`src/sv/lphm_pkg.sv`:
```
// ----------------------------------------------------------------------------
// lphm_pkg
// Shared types and codes of the linear-probe hash map: operation codes,
// result status codes, controller states and the controller/datapath link.
// ----------------------------------------------------------------------------
`default_nettype none

package lphm_pkg;

  typedef enum logic [1:0] {
    MODE_PUT   = 2'd0,
    MODE_GET   = 2'd1,
    MODE_CLEAR = 2'd2,
    MODE_NOP   = 2'd3
  } mode_e;

  localparam logic [1:0] STATUS_OK       = 2'd0;
  localparam logic [1:0] STATUS_FULL     = 2'd1;
  localparam logic [1:0] STATUS_ZERO_KEY = 2'd2;

  localparam int unsigned LIMIT_W   = 11;
  localparam int unsigned ENTRIES_W = 11;
  localparam int unsigned PORT_W    = 32;
  localparam logic [LIMIT_W-1:0] LIMIT_RESET = 11'd768;

  typedef enum logic [2:0] {
    ST_INIT,
    ST_IDLE,
    ST_HASH,
    ST_COMP,
    ST_CLEAR,
    ST_DONE
  } state_e;

  // controller -> datapath
  typedef struct packed {
    logic load_item;   // latch the input item, start the hash
    logic hash_issue;  // read home slot, load probe index
    logic advance;     // step to next slot and read it
    logic probe_end;   // latch the hit outcome
    logic sweep_init;  // reset probe index for a clear sweep
    logic sweep;       // zero key slot at probe index, step
    logic finish;      // commit the operation, load the result register
  } lphm_cmd_t;

  // datapath -> controller
  typedef struct packed {
    mode_e mode;
    logic  key_zero;
    logic  hash_ready;
    logic  key_hit;
    logic  key_empty;
    logic  sweep_last;
    logic  out_free;
  } lphm_sts_t;

endpackage

`default_nettype wire

```
`src/sv/lphm_ctrl.sv`:
```
// ----------------------------------------------------------------------------
// lphm_ctrl
// Operation sequencer: accept, hash, probe loop, clear sweep and result.
// ----------------------------------------------------------------------------
`default_nettype none

module lphm_ctrl (
  input  wire logic               clk_i,
  input  wire logic               rst_ni,
  input  wire logic               in_valid_i,
  output logic                    in_ready_o,
  input  wire lphm_pkg::lphm_sts_t sts_i,
  output lphm_pkg::lphm_cmd_t     cmd_o
);

  lphm_pkg::state_e state_q, state_d;

  always_ff @(posedge clk_i or negedge rst_ni) begin
    if (!rst_ni) begin
      state_q <= lphm_pkg::ST_INIT;  // key store is swept empty after reset
    end else begin
      state_q <= state_d;
    end
  end

  always_comb begin
    state_d    = state_q;
    cmd_o      = '0;
    in_ready_o = 1'b0;
    case (state_q)
      lphm_pkg::ST_INIT: begin
        cmd_o.sweep = 1'b1;
        if (sts_i.sweep_last) begin
          state_d = lphm_pkg::ST_IDLE;
        end
      end
      lphm_pkg::ST_IDLE: begin
        in_ready_o = 1'b1;
        if (in_valid_i) begin
          cmd_o.load_item = 1'b1;
          state_d         = lphm_pkg::ST_HASH;
        end
      end
      lphm_pkg::ST_HASH: begin
        if (sts_i.mode == lphm_pkg::MODE_CLEAR) begin
          cmd_o.sweep_init = 1'b1;
          state_d          = lphm_pkg::ST_CLEAR;
        end else if (sts_i.mode == lphm_pkg::MODE_NOP || sts_i.key_zero) begin
          state_d = lphm_pkg::ST_DONE;
        end else if (sts_i.hash_ready) begin
          cmd_o.hash_issue = 1'b1;
          state_d          = lphm_pkg::ST_COMP;
        end
      end
      lphm_pkg::ST_COMP: begin
        if (sts_i.key_hit || sts_i.key_empty) begin
          cmd_o.probe_end = 1'b1;
          state_d         = lphm_pkg::ST_DONE;
        end else begin
          cmd_o.advance = 1'b1;
        end
      end
      lphm_pkg::ST_CLEAR: begin
        cmd_o.sweep = 1'b1;
        if (sts_i.sweep_last) begin
          state_d = lphm_pkg::ST_DONE;
        end
      end
      lphm_pkg::ST_DONE: begin
        if (sts_i.out_free) begin
          cmd_o.finish = 1'b1;
          state_d      = lphm_pkg::ST_IDLE;
        end
      end
      default: begin
        state_d = lphm_pkg::ST_IDLE;
      end
    endcase
  end

endmodule

`default_nettype wire

```
`config.mk`:
```
export PLATFORM = sky130hd
export DESIGN_NAME = lphm_ctrl
export DESIGN_NICKNAME = d
export VERILOG_FILES = /design/src/sv/lphm_pkg.sv /design/src/sv/lphm_ctrl.sv
export SDC_FILE = /design/constraint.sdc
export NUM_CORES = 1
export LEC_CHECK = 0
export ABC_AREA = 1
export BUFFER_PORTS_ARGS = -buffer_cell sky130_fd_sc_hd__buf_4
export CAP_MARGIN = 0
export CORE_AREA = 4 4 41 43
export CTS_CLUSTER_SIZE = 12
export DETAILED_ROUTE_END_ITERATION = 16
export DIE_AREA = 0 0 45 47
export GPL_TIMING_DRIVEN = 0
export PLACE_DENSITY_LB_ADDON = 0.2
export SETUP_SLACK_MARGIN = 0.15
export SLEW_MARGIN = 20
export SYNTH_ARGS = -nofsm -noshare
export SYNTH_HDL_FRONTEND = slang
export SYNTH_SLANG_ARGS = --single-unit
```
`constraint.sdc`:
```
create_clock -name clk_i -period 1.1 [get_ports clk_i]
set_input_delay 0.055 -clock clk_i [delete_from_list [all_inputs] [get_ports clk_i]]
set_output_delay 0.055 -clock clk_i [all_outputs]
set_load 0.02 [all_outputs]
```
# Word level (Yosys, flattened, before mapping)
# Index checks and enable logic that the tools add are counted.
# totals
out_inout_bits	8
input_bits	11
word_cells	43
register_bits	3
# classes
n_eq_ne	13
reduce_logical	5
mux	24
# op_table
operator	n
$mux 3	8
$pmux 3 s6	1
$mux 1	14
$ne 2x2->1 const B	5
$eq 3x2->1 const B	2
$eq 3x3->1 const B	2
$reduce_and 6->1	1
$eq 2x2->1 const B	2
$ne 4x4->1 const B	1
$eq 3x1->1 const B	1
$logic_not 3->1	1
$logic_or 1x1->1	2
$mux 2	1
$reduce_or 2->1	1

# Logic depth before layout (Yosys ltp)
# Gate-level depths: netlist (run 1).
# depth
ltp_word	5
ltp_mapped	8
mapped_depth_nobuf	8

# Worst setup path before layout (run 1)
# No wires, ideal clock.
# synth_timing
kind	register to output
startpoint	register state_q[0]
endpoint	output cmd_o[2] in the netlist's numbering
n_path_buf	1
arrival_time_ns	1.239
required_ns	1.045
path_stages_with_launch	3
path_slack_ns	-0.194
path_cell_list	dfrtp_1 > buf_4 > nor4_1
# synth_rtl
item	line	rtl
start: declaration	lphm_ctrl.sv:16	lphm_pkg::state_e state_q, state_d;
start signal: assignment	lphm_ctrl.sv:20	state_q <= lphm_pkg::ST_INIT;
start signal: assignment	lphm_ctrl.sv:22	state_q <= state_d;
end: declaration	lphm_ctrl.sv:13	output lphm_pkg::lphm_cmd_t cmd_o

==> metrics.md, run 1 <==
| Metric | Value |
|---|---|
| Critical path launch point | state_q[2] |
| Hold Path Class | in -> async |
| Final hold slack | 160 ps |
| Grt ovf | 0 |
| Drt initial violations | 8 |
| Worst Skew | 0.215 ps |
| Die Ht | 47 um |
| Final setup viols | 11 |
| Final hold violation count | 0 |
| Clock Path Buffers | 2 |
| Ys flop type | dfrtp_1 |
| Leakage | 0.385 nW |
| Fin area | 687 sq um |
| Total number of yosys warnings | 0 |
| Status | finished with violations |
| Number of I/O pins | 19 |
| Netlist cell types | 15 |
| Critical path class | reg -> out |
| Reg2Reg Setup Slack | -130 ps |
| Buf/Inv on CP | 3 |
| Yosys top cell by area | dfrtp_1 |
| Final HPWL DP | 788 um |
| Max FFs per register | 3 |
| CP max stage delay | 430 ps |
| Vias per cell | 4.29 |
| Worst path cell trace | inv_4 -> buf_4 -> nand3_2 -> nor2_4 -> buf_6 |
| Startpoint Class | register |
| Register Area | 77.6 sq um |
| Die area | 2120 sq um |
| Setup WS post-layout | -150 ps |
| Top cells by area, synth | dfrtp_1, nand2_1, nor2_1 |
| Max VDD drop | 979 uV |
| Syn Inst Count | 64 |
| PD cells | 2310 nW/um^2 |
| Post-synthesis register bit count | 3 |
| Max Clk Rate | 0.800 GHz |
| CTS root buf | clkbuf_4 |
| Worst relative slew slack | 85.5% |
| CTS tree | yes |
| Initial antenna violation count | 0 |
| Place WS | -113 ps |
| PortBufs | 18 |
| H-tree depth | 1 |
| Setup TNS | -1120 ps |
| RSZ-0062 raised after global routing | true |
| Clock Sinks | 3 |
| Layout Utilization | 52.8% |
| Instance area at placement | 548 sq um |
| Starting Density | 27.4% |
| WL final | 1140 um |
| R2r worst-path depth | 8 |
| # fillers | 142 |
| Mapped Area | 357 sq um |
| EDFF count, synth | 0 |
| Synth top area share | 21.1% |
| GRT Overall Usage | 11.1% |
| CTS Buf Count | 3 |
| R2R Path Start | state_q[2] |
| Ant. Diodes | 0 |
| Largest net degree at the start of global routing | 7 |
| Synth Net Count | 75 |
| Std cell rows | 13 |
| Reg with most FFs | state_q |
| FFs w/ async S/R, synth | 100% |
| P&R area growth vs syn | 92.6% |
| Total number of vias | 472 |
| Violated checks | negative setup slack |
| Crit path DAT | 1200 ps |
| Final cell count without fillers | 110 |
| Worst slew pin tran | 216 ps |
| First-pass GRT wire length | 1730 um |
| Pwr Total | 1.59 mW |
| Most common cell in the netlist | nand2_1 |
| Worst skew pair latency | 230 ps |
| Final Max Tran Viols | 0 |
| DP Cell Count | 97 |
| Minimum clock period | 1250 ps |
| Vias in the first global route | 451 |
| Synth cell count leaders | nand2_1, nor2_1, inv_1 |
| CP top delay family | flip-flops |
| Area of the multi-input gates | 270 sq um |
| Antenna-violating nets left | 0 |
| DR WL/cell | 10.4 um |
| FF-to-FF End | state_q[0] |
| CP endpoint kind | primary output |
| Placeable core area | 1300 sq um |
| Layout net count | 107 |
| First drt pass iteration count | 2 |
| Critical path peak fanout | 4 |
| Tcrit/Tclk final | 114% |
| GP Congestion | 0.742 |
| Largest registers | state_q: 3 flops |
| Clk slew on worst S/H paths | 40 ps |
| Seq/Total Area, Yosys | 21.1% |
| Avg Cell Area, Syn | 5.57 sq um |
| CP max-delay cell | dfrtp_2 |
| Max Cap Viol | 0 |
| Layout cell share with drive strength beyond 1 | 54.7% |
| Die width | 45 um |
| Post-route DRC | 0 |
| WP data required | 1040 ps |
## where the power goes
group / total (mW) / switching [mW] / internal (mW)
clock network: 0.188 / 0.0523 / 0.136
registers: 0.242 / 0.0756 / 0.167
logic: 1.15 / 0.621 / 0.534
total: 1.59 / 0.749 / 0.836
## worst max path at each step
stage,endpoint,depth (start not counted)
after detailed placement,state_q[0],7
after CTS,cmd_o[5],6
after global placement,state_q[1],5
final,cmd_o[4],5
after global routing,cmd_o[5],6
after floorplan,state_q[0],7
## per-layer routing
metal	global-route usage, %	routed length, um
met5	0	0
met4	1.75	0
met3	2.68	67
met2	22.0	577
met1	12.1	495
## area by class of cell
type                    instances  share of cell area [%]
multi-input cells              46                    39.3
inverters                      14                    8.01
repair buffers                 27                    33.2
clock buffers                   4                    3.83
plain buffers                   1                    1.64
well taps                      15                    2.73
flip-flops and latches          3                    11.3
## layout by cell type, fill, tap and decap left out, types with 2 or more instances in the layout
cell type	count
dfrtp_2	2
clkbuf_4	3
nand3_1	6
inv_2	3
inv_1	10
nor2_4	4
nand3_2	4
buf_4	20
nor2_2	5
nor2_1	7
buf_6	7
nand2_1	14
## cell families after synthesis
logic type | after synthesis | share of synthesized area (%)
compound gates | 2 | 2.80
simple gates | 44 | 59.3
buf+inv | 15 | 16.8
flops | 3 | 21.1
## timing repair
| action | 4_1_cts | 5_1_grt |
|---|---|---|
| pin swaps | 5 | 3 |
| cloned | 1 | 0 |
| endpoints found under the hold margin | 3 | 0 |
| buffers inserted | 6 | 1 |
| gates resized for setup | 12 | 4 |
| hold buffers | 1 | 0 |
| endpoints found under the setup margin | 11 | 11 |
## worst register-to-register path, delay by kind of cell, from the launching register on
kind                   cells  cell delay, ps
AND/OR/NAND/NOR            6             530
flip-flops                 1             430
buffers and inverters      2             210
No activity file was read; power rests on OpenSTA's default activity.
==> inputs of run 2 (changes only) <==
==> constraint.sdc (replaced) <==
create_clock -name clk_i -period 1.1 [get_ports clk_i]
set_input_delay 0 -clock clk_i [delete_from_list [all_inputs] [get_ports clk_i]]
set_output_delay 0 -clock clk_i [all_outputs]
set_load 0.02 [all_outputs]
==> run 2 against run 1 <==
Against the previous run:
- the run still ends with negative setup slack left
- fmax grew 4.5%
- die area stayed put
- combinational power grew 21%
- via count rose by 2.3%
- power is 15% higher
- core utilization is 7.2 points higher
- sequential power is 2% higher
- clock-buffer cell count unchanged
- critical path depth fell by 2
- non-clock buffer count did not move
- critical path type unchanged
- largest power group unchanged
- highest routed layer unchanged
==> metrics.md, run 2 (synthesis results as in run 1) <==
| Metric | Value |
|---|---|
| Worst Skew | 4.74 ps |
| Worst relative slew slack | 80.9% |
| Instance area at placement | 546 sq um |
| Starting Density | 27.4% |
| WL final | 1130 um |
| Largest net degree at the start of global routing | 7 |
| First-pass GRT wire length | 1870 um |
| Hold Path Class | in -> async |
| WP data required | 1100 ps |
| CP endpoint kind | primary output |
| Worst slew pin tran | 285 ps |
| GP Congestion | 0.787 |
| Layout cell share with drive strength beyond 1 | 62.1% |
| Die area | 2120 sq um |
| CTS tree | yes |
| Crit path DAT | 1200 ps |
| H-tree depth | 1 |
| Max FFs per register | 3 |
| Layout net count | 107 |
| Ant. Diodes | 0 |
| Max Cap Viol | 0 |
| Critical path class | reg -> out |
| Final Max Tran Viols | 0 |
| Vias per cell | 4.39 |
| Clock Path Buffers | 2 |
| PD cells | 2340 nW/um^2 |
| Worst skew pair latency | 230 ps |
| Status | finished with violations |
| Fin area | 781 sq um |
| Commonest non-fill, non-tap cell in the layout | buf_4 |
| Pwr Total | 1.83 mW |
| Initial antenna violation count | 0 |
| RSZ-0062 raised after global routing | true |
| Final hold violation count | 0 |
| DR WL/cell | 10.3 um |
| Largest registers | state_q: 3 flops |
| Grt ovf | 0 |
| GRT Overall Usage | 12.2% |
| Max VDD drop | 1130 uV |
| Leakage | 0.399 nW |
| Drt initial violations | 4 |
| First drt pass iteration count | 4 |
| Critical path peak fanout | 5 |
| Minimum clock period | 1200 ps |
| Clk slew on worst S/H paths | 40 ps |
| Die width | 45 um |
| Tcrit/Tclk final | 109% |
| Die Ht | 47 um |
| CTS root buf | clkbuf_4 |
| CTS Buf Count | 3 |
| Std cell rows | 13 |
| Setup WS post-layout | -95.8 ps |
| Most frequent cells in the layout | buf_4, buf_6, nand2_1, inv_1, nor2_4 |
| Max Clk Rate | 0.836 GHz |
| Total number of vias | 483 |
| Clock Sinks | 3 |
| PortBufs | 18 |
| Final setup viols | 10 |
| Vias in the first global route | 461 |
| Number of I/O pins | 19 |
| Placeable core area | 1300 sq um |
| Violated checks | negative setup slack |
| Final HPWL DP | 763 um |
| Startpoint Class | register |
| Post-route DRC | 0 |
| Reg with most FFs | state_q |
| P&R area growth vs syn | 119% |
| Antenna-violating nets left | 0 |
-- run 2: cell type report --
type | instances | area (sq um)
clock buffer | 4 | 26.3
fill | 128 | 520
sequential | 3 | 77.6
timing repair buffer | 27 | 250
tap | 15 | 18.8
buffer | 1 | 11.3
inverter | 14 | 55.1
multi-input combinational | 46 | 342
-- run 2: metrics by stage --
step	std cells	setup TNS, ps	utilization, %	hold slack (ps)	worst slack [ps]
floorplan	64	0	-	-296	11.2
global placement	97	-292	41.9	-211	-102
detailed placement	97	-336	41.9	-209	-113
CTS	109	-738	52.2	87.5	-114
global route	110	-1130	60.0	82.8	-157
finish	110	-623	60.0	88.5	-95.8
-- run 2: final timing paths --
kind                       startpoint    endpoint  slack, ps  cells after the start
setup / recovery           state_q[0]    cmd_o[2]       -100                      3
hold / removal                 rst_ni  state_q[2]         90                      2
setup reg to reg           state_q[1]  state_q[0]        -90                      8
hold reg to reg            state_q[2]  state_q[2]        680                      3
max in group asynchronous      rst_ni  state_q[1]        900                      2
min in group clk_i           sts_i[5]  state_q[2]        200                      5
-- run 2: power by group --
| part | leakage (nW) | internal (mW) | switching, mW |
|---|---|---|---|
| Clock | 0.0150 | 0.136 | 0.0573 |
| Sequential | 0.0347 | 0.167 | 0.0787 |
| Combinational | 0.350 | 0.649 | 0.741 |
-- run 2: per-layer routing --
layer	global-route usage (%)	routed length (um)	part of all wire, %
met2	21.2	591	52
met3	0	46	4.1
met4	7.02	0	0
met5	0	0	0
met1	15.3	491	43
-- run 2: worst max-delay path, cell delays in order, from the launching register on --
cell and delay [ps]:
dfrtp_1 400, buf_6 160, nor4_4 230, buf_4 170
-- run 2: timing repair --
action / 4_1_cts / 5_1_grt
resized for setup: 14 / 23
pin swaps: 6 / 5
cloned: 1 / 0
endpoints found under the setup margin: 11 / 11
hold buffers: 1 / 0
buffers inserted: 6 / 1
endpoints found under the hold margin: 3 / 0
==> inputs of run 3 (changes only) <==
- ABC_AREA: 1 -> 0
- SKIP_CTS_REPAIR_TIMING: unset -> 1
==> run 3 against run 2 <==
Against the previous run:
- the flow still finishes with violations (negative setup slack)
- fmax shrank 16%
- critical endpoint is now state_q[0]
- global-route usage fell by 2.7 points
- area after synthesis is 12% lower
- sequential power decreased by 2%
- clock power about the same
- clock-buffer cell count is the same
- cell count shrank 27%
==> metrics.md, run 3 <==
| Metric | Value |
|---|---|
| Seq/Total Area, Yosys | 23.8% |
| Worst skew pair latency | 230 ps |
| Crit path DAT | 1520 ps |
| CTS root buf | clkbuf_4 |
| Reg with most FFs | state_q |
| Max Cap Viol | 0 |
| Avg Cell Area, Syn | 9.01 sq um |
| # fillers | 144 |
| Startpoint Class | register |
| Layout net count | 77 |
| CP endpoint kind | register |
| CP top delay family | flip-flops |
| CP max stage delay | 360 ps |
| Grt ovf | 0 |
| P&R area growth vs syn | 107% |
| Most common cell in the netlist | nor2_1 |
| Layout cell share with drive strength beyond 1 | 67.7% |
| Hold Path Class | in -> async |
| Max Clk Rate | 0.706 GHz |
| Most frequent cells in the layout | buf_4, buf_6, nor2_1, clkbuf_4 |
| Worst relative slew slack | 82.9% |
| Die area | 2120 sq um |
| Vias per cell | 4.41 |
| Ys flop type | dfrtp_1 |
| Commonest non-fill, non-tap cell in the layout | buf_4 |
| Synth cell count leaders | nor2_1, dfrtp_1, nand2b_1 |
| Minimum clock period | 1420 ps |
| Drt initial violations | 0 |
| Die width | 45 um |
| Syn Inst Count | 35 |
| GP Congestion | 0.662 |
| GRT Overall Usage | 9.51% |
| Setup WS post-layout | -316 ps |
| Tcrit/Tclk final | 129% |
| Final HPWL DP | 639 um |
| Initial antenna violation count | 0 |
| CTS tree | yes |
| Number of I/O pins | 19 |
| Synth top area share | 23.8% |
| Mapped Area | 315 sq um |
| Std cell rows | 13 |
| FFs w/ async S/R, synth | 100% |
| PortBufs | 18 |
| Antenna-violating nets left | 0 |
| PD cells | 2440 nW/um^2 |
| Clock Sinks | 3 |
| DR WL/cell | 10.8 um |
| WP data required | 1210 ps |
| Max VDD drop | 1230 uV |
| RSZ-0062 raised after global routing | true |
| Critical path class | reg -> reg |
| EDFF count, synth | 0 |
| Pwr Total | 1.59 mW |
| Final hold violation count | 0 |
| Final Max Tran Viols | 0 |
| Worst Skew | 2.61 ps |
| Final setup viols | 10 |
| Post-route DRC | 0 |
| Netlist cell types | 22 |
| Critical path peak fanout | 8 |
| Max FFs per register | 3 |
| Post-synthesis register bit count | 3 |
| Total number of vias | 353 |
| Final hold slack | 80.2 ps |
| Starting Density | 24.2% |
| Clk slew on worst S/H paths | 40 ps |
| Largest registers | state_q: 3 flops |
| Yosys top cell by area | dfrtp_1 |
| Worst path cell trace | buf_6 -> nor3_4 -> nand2b_4 -> o211ai_2 -> mux2_1 |
| CP max-delay cell | dfrtp_1 |
| H-tree depth | 1 |
| Top cells by area, synth | dfrtp_1, mux2_1, a31oi_4 |
| Synth Net Count | 46 |
| First drt pass iteration count | 1 |
| First-pass GRT wire length | 1330 um |
| Status | finished with violations |
| Violated checks | negative setup slack |
| Clock Path Buffers | 2 |
| Largest net degree at the start of global routing | 10 |
| Worst slew pin tran | 253 ps |
| Vias in the first global route | 300 |
| Die Ht | 47 um |
| Placeable core area | 1300 sq um |
| WL final | 866 um |
| Total number of yosys warnings | 0 |
| Ant. Diodes | 0 |
| Leakage | 0.310 nW |
| CTS Buf Count | 3 |
| Buf/Inv on CP | 1 |
==> run 3: changes by cell type after synthesis, moves of 2 or more <==
cell      before  now
nand2_1       15    2
inv_1         11    1
nor2_1        13    4
nand3_1        7    0
inv_2          3    0
nand2b_1       0    3
nand3_2        3    0
and2_1         0    2
mux2_1         0    2
nor2_2         2    0
nor3_2         0    2
o21bai_1       0    2
==> run 3: layout make-up <==
| type | count | area (sq um) | share of cell area (%) |
|---|---|---|---|
| Sequential cell | 3 | 77.6 | 11.9 |
| Multi-Input combinational cell | 30 | 282 | 43.2 |
| Buffer | 1 | 11.3 | 1.73 |
| Timing Repair Buffer | 26 | 233 | 35.7 |
| Clock buffer | 4 | 26.3 | 4.03 |
| Tap cell | 15 | 18.8 | 2.88 |
| Inverter | 1 | 3.75 | 0.576 |
==> run 3: power breakdown <==
part	total, mW	switching, mW	leakage, nW	internal [mW]
clock network	0.195	0.0594	0.0150	0.136
logic	1.15	0.486	0.261	0.668
registers	0.240	0.0739	0.0341	0.167
total	1.59	0.620	0.310	0.971
==> run 3: through the flow <==
step                      instances  utilization (%)  setup slack [ps]  instance area [sq um]  setup TNS (ps)
after global placement           68             39.3              -356                    512            -921
after detailed placement         68             39.3              -356                    512            -933
after global routing             80             50.1              -382                    652           -3000
final                            80             50.1              -316                    652           -2140
after CTS                        72             41.3              -359                    538           -2500
after floorplan                  35                -              -259                    358           -1010
==> run 3: worst paths after layout <==
path	start	end	slack, ps	cells after the start
worst max-delay path	state_q[0]	state_q[0]	-320	5
worst min-delay path	rst_ni	state_q[2]	80	2
worst max register to register	state_q[0]	state_q[0]	-320	5
worst min register to register	state_q[2]	state_q[2]	580	1
max in group asynchronous	rst_ni	state_q[1]	910	2
min in group clk_i	sts_i[2]	state_q[1]	90	3
==> run 3: routing by layer <==
metal  GRT usage, %  wire length, um  vias to the layer above
met3           4.21               61                        0
met5              0                0                        -
met4           10.5                0                        0
met2           12.4              404                       12
li1               -                -                      186
met1           10.8              400                      155
==> run 3: cell families after synthesis <==
logic type,synth area share [%]
DFF,23.8
and+or+nand+nor,46.8
buffers and inverters,3.57
muxes,7.14
AOI/OAI and AO/OA,18.6
